`src/rtl/pre_pkg.sv`:
```
// ----------------------------------------------------------------------------
// Page replacement engine package
// Shared sizes, policy codes, register indexes and the page-state entry type.
// ----------------------------------------------------------------------------
package pre_pkg;

   // Sizes of the stores.
   localparam int MAX_PROCS      = 8;
   localparam int PAGES_PER_PROC = 256;
   localparam int MAX_FRAMES     = 16;

   localparam int PROC_W  = 3;
   localparam int PAGE_W  = 8;
   localparam int POS_W   = 4;
   localparam int USED_W  = 5;
   localparam int LOC_W   = 18;
   localparam int PSIZE_W = 10;
   localparam int FLIM_W  = 5;
   localparam int SWAP_W  = 32;
   localparam int CSR_IDX_W  = 2;
   localparam int CSR_DATA_W = 10;

   localparam int RB_DEPTH = MAX_PROCS * PAGES_PER_PROC;
   localparam int RB_AW    = PROC_W + PAGE_W;
   localparam int FO_DEPTH = MAX_PROCS * MAX_FRAMES;
   localparam int FO_AW    = PROC_W + POS_W;

   // Replacement policy codes.
   localparam logic [1:0] POL_FIFO  = 2'd0;
   localparam logic [1:0] POL_LRU   = 2'd1;
   localparam logic [1:0] POL_CLOCK = 2'd2;

   // Configuration register indexes.
   localparam logic [CSR_IDX_W-1:0] CSR_POLICY  = 2'd0;
   localparam logic [CSR_IDX_W-1:0] CSR_PREPAGE = 2'd1;
   localparam logic [CSR_IDX_W-1:0] CSR_PSIZE   = 2'd2;
   localparam logic [CSR_IDX_W-1:0] CSR_FRAMES  = 2'd3;

   // One entry of the page-state memory.
   typedef struct packed {
      logic res;
      logic refb;
   } page_state_type;

endpackage

```
`src/rtl/pre_div.sv`:
```
// ----------------------------------------------------------------------------
// Page index divider
// Restoring divider, one quotient bit per cycle, for location / page size.
// ----------------------------------------------------------------------------
module pre_div
   import pre_pkg::*;
(
   input  logic               clock,
   input  logic               reset,
   input  logic               start,
   input  logic [LOC_W-1:0]   dividend,
   input  logic [PSIZE_W-1:0] divisor,
   output logic               done,
   output logic [LOC_W-1:0]   quotient
);

   logic               busy_ff;
   logic               done_ff;
   logic [4:0]         cnt_ff;
   logic [LOC_W-1:0]   quo_ff;
   logic [PSIZE_W-1:0] rem_ff;
   logic [PSIZE_W-1:0] dvs_ff;
   logic [PSIZE_W:0]   trial;
   logic               fits;

   // Shift the next dividend bit into the remainder and try a subtract.
   assign trial = {rem_ff, quo_ff[LOC_W-1]};
   assign fits  = (trial >= {1'b0, dvs_ff});

   always_ff @(posedge clock) begin
      if (reset) begin
         busy_ff <= 1'b0;
         done_ff <= 1'b0;
         cnt_ff  <= '0;
      end else begin
         done_ff <= 1'b0;
         if (start) begin
            busy_ff <= 1'b1;
            cnt_ff  <= '0;
         end else if (busy_ff) begin
            cnt_ff <= cnt_ff + 5'd1;
            if (cnt_ff == 5'(LOC_W - 1)) begin
               busy_ff <= 1'b0;
               done_ff <= 1'b1;
            end
         end
      end
   end

   // Datapath registers.
   always_ff @(posedge clock) begin
      if (start) begin
         quo_ff <= dividend;
         rem_ff <= '0;
         dvs_ff <= divisor;
      end else if (busy_ff) begin
         quo_ff <= {quo_ff[LOC_W-2:0], fits};
         rem_ff <= fits ? PSIZE_W'(trial - {1'b0, dvs_ff}) : trial[PSIZE_W-1:0];
      end
   end

   assign done     = done_ff;
   assign quotient = quo_ff;

endmodule
```
`config.mk`:
```
export PLATFORM = sky130hd
export DESIGN_NAME = pre_div
export DESIGN_NICKNAME = d
export VERILOG_FILES = /design/src/rtl/pre_pkg.sv /design/src/rtl/pre_div.sv
export SDC_FILE = /design/constraint.sdc
export NUM_CORES = 1
export LEC_CHECK = 0
export BUFFER_PORTS_ARGS = -buffer_cell sky130_fd_sc_hd__buf_2
export CAP_MARGIN = 25
export CORE_MARGIN = 2
export CORE_UTILIZATION = 45
export CTS_BUF_LIST = sky130_fd_sc_hd__clkbuf_8
export CTS_CLUSTER_SIZE = 16
export DETAILED_ROUTE_END_ITERATION = 6
export GPL_TIMING_DRIVEN = 0
export PLACE_DENSITY = 0.66
export SLEW_MARGIN = 25
export SYNTH_ARGS = -nofsm -noshare
export SYNTH_HDL_FRONTEND = slang
export SYNTH_SLANG_ARGS = --single-unit
```
`constraint.sdc`:
```
create_clock -name clock -period 4.7 [get_ports clock]
set_clock_uncertainty 0.2 [all_clocks]
set_input_delay 0.705 -clock clock [delete_from_list [all_inputs] [get_ports clock]]
set_output_delay 0.705 -clock clock [all_outputs]
set_load 0.02 [all_outputs]
```
==> metrics.txt <==
Max H-tree Level=2; Startpoint Class=flop; Std-Cell Rows=25; Power Total=1010 uW; Die Area=5690 um2; TritonCTS buffer count=5; 1st-pass router iterations=4; via count=1618; Data arrival, critical path=2.54 ns; RSZ-0062 raised after global routing=false; Syn Inst Count=198; total of max-cap violations=0; effective utilization at floorplan=47.7%; post-DR vias/cell=5.02; worst-margin pin slew=0.568 ns; NumNets Final=298; CTS Sinks=45; latest clock arrival within the worst-skew pair=0.30 ns; clock tree from TritonCTS=done; DRT Wirelength=4.38 mm; per-cell routed wire length=13.6 um; Yosys cell types=41; initial antenna violation count=0; Hold Vio Cnt, Final=0; kind of critical path=reg -> reg; diodes inserted=0; sequential fraction of the synthesis area=51.4%; most frequent cells in the layout=buf_2 (49), nor2_1 (28), edfxtp_1 (28), mux2_2 (18), dfxtp_1 (17); global-route wire length before repair=7.27 mm; # port buffers=49; min cycle time layout=2.53 ns; outcome=complete, no violations; GPL Wtd Cong=0.772; Worst path top cell family by delay=compound AO/OA/AOI/OAI gates; layout cells sized above 1=32.2%; class of the worst hold path=reg -> reg; Vert. Die Dim=75.4 um; crit-path cells=inv_1, ha_1, inv_1, fa_1, a211oi_1, nor3b_1, o22ai_1, xnor2_1, mux2i_1, a211oi_1; register bit total from synthesis=45; commonest non-fill, non-tap cell in the layout=buf_2; CP max stage delay=0.43 ns; DP Worst Slack=2.19 ns; relative slew slack=61.1%; Post-synth EDFFs=28; Fillers=469; WHS=0.306 ns; PD cells=368 nW/um2; FMAX=0.395 GHz; vias in the first global route=1571; Core Util, Final=56.9%; Post-Synthesis Cell Area=2300 um2; largest net degree at the start of global routing=20; Clk pin slew, worst setup/hold paths=0.09 ns; Layout area overhead=19.4%; CTS Buffer Depth=2; ys flop type=edfxtp_1; gr ovfl total=0; final worst-path cycle share=53.8%; number of setup violations in the final report=0; crit end category=flop; Starting DRT DRC Count=53; Post-DP HPWL=3.18 mm; Slowest-stage cell, CP=edfxtp_1; Root Driver=clkbuf_8; Total Routing Usage GR=17.2%; Top-Level Pins=50; DR DRC count=0; setup_tns=0 ns; syn nets=242; ANT nets after route=0; VDD IR-drop max=0.211 mV; Leakage=0.00115 uW; CP Max Fanout=3; WP data required=4.71 ns; WP buf/inv=2; CORE AREA=4820 um2; Ys Warns=0; DIE WIDTH=75.4 um; post_cts resized=0; Async S/R FF share, synth=0%; Avg Cell Area, Syn=11.6 um2; Pins Over Slew Limit=0; Setup WS post-layout=2.17 ns; Post-CTS Setup Bufs=0; CTS hold repair buffers=0
cell type report:
type                    instances  area [um2]  area share (%)
plain buffers                   8        46.3            1.69
clock buffers                   6        82.6            3.01
clock inverters                 2        33.8            1.23
inverters                      15        56.3            2.05
multi-input cells             130        1010            36.9
flip-flops and latches         45        1180            43.1
well taps                      67        83.8            3.06
repair buffers                 49         245            8.95
worst reg2reg max path, delay by kind of cell, from the launching register on:
family | cells | cell delay, ns
simple gates | 1 | 0.15
fa+ha+maj | 2 | 0.56
mux | 1 | 0.09
compound gates | 3 | 0.76
buf+inv | 2 | 0.13
xor+xnor | 1 | 0.14
flops | 1 | 0.43
worst paths after layout:
check                             startpoint         to  slack, ns  cells after the start
worst max-delay path            quotient[17]  rem_ff[8]       2.17                     10
worst min-delay path               rem_ff[5]  rem_ff[5]       0.31                      2
worst min register to register     rem_ff[5]  rem_ff[5]       0.31                      2
worst max register to register  quotient[17]  rem_ff[8]       2.17                     10
sequential cells by signal (all words and copies together) (netlist names):
signal    cells
quotient     18
dvs_ff       10
rem_ff       10
cnt_ff        5
busy_ff       1
done          1
logic make-up (layout without fill, tap and decap cells):
family	count (synthesis)	after routing	synth area share [%]
xor gates and xnor gates	10	10	3.81
DFF	45	45	51.4
muxes	26	26	12.3
adders and majority gates	13	13	7.41
AOI/OAI and AO/OA	30	30	10.0
and+or+nand+nor	51	51	10.5
buffers and inverters	23	80	4.47
layer usage:
metal / up-vias / routed length [um] / track usage [%]
met5: - / 0 / 0
met3: 6 / 212 / 5.03
met4: 0 / 70 / 6.43
met2: 34 / 2120 / 28.2
li1: 831 / - / -
met1: 747 / 1980 / 21.6
cell usage after synthesis, drive strengths merged, types with 4 or more instances:
| cell | count | area, um2 |
|---|---|---|
| nand2 | 5 | 26.3 |
| inv | 15 | 56.3 |
| ha | 12 | 150 |
| mux2i | 8 | 80.1 |
| nor2 | 28 | 105 |
| edfxtp | 28 | 841 |
| a21oi | 4 | 20.0 |
| xor2 | 6 | 52.6 |
| xnor2 | 4 | 35.0 |
| dfxtp | 17 | 340 |
| a211oi | 9 | 67.6 |
| clkbuf | 5 | 18.8 |
| mux2 | 18 | 203 |
per-stage QoR:
stage / instance area [um2] / std cells
4_1_cts: 2740 / 322
3_5_place_dp: 2630 / 314
2_1_floorplan: 2300 / 198
6_report: 2740 / 322
3_3_place_gp: 2630 / 314
5_1_grt: 2740 / 322
where the power goes:
group | switching [uW] | internal (uW)
clock network | 129 | 171
logic | 128 | 105
registers | 18.7 | 459
(Power assumes the default switching activity.)
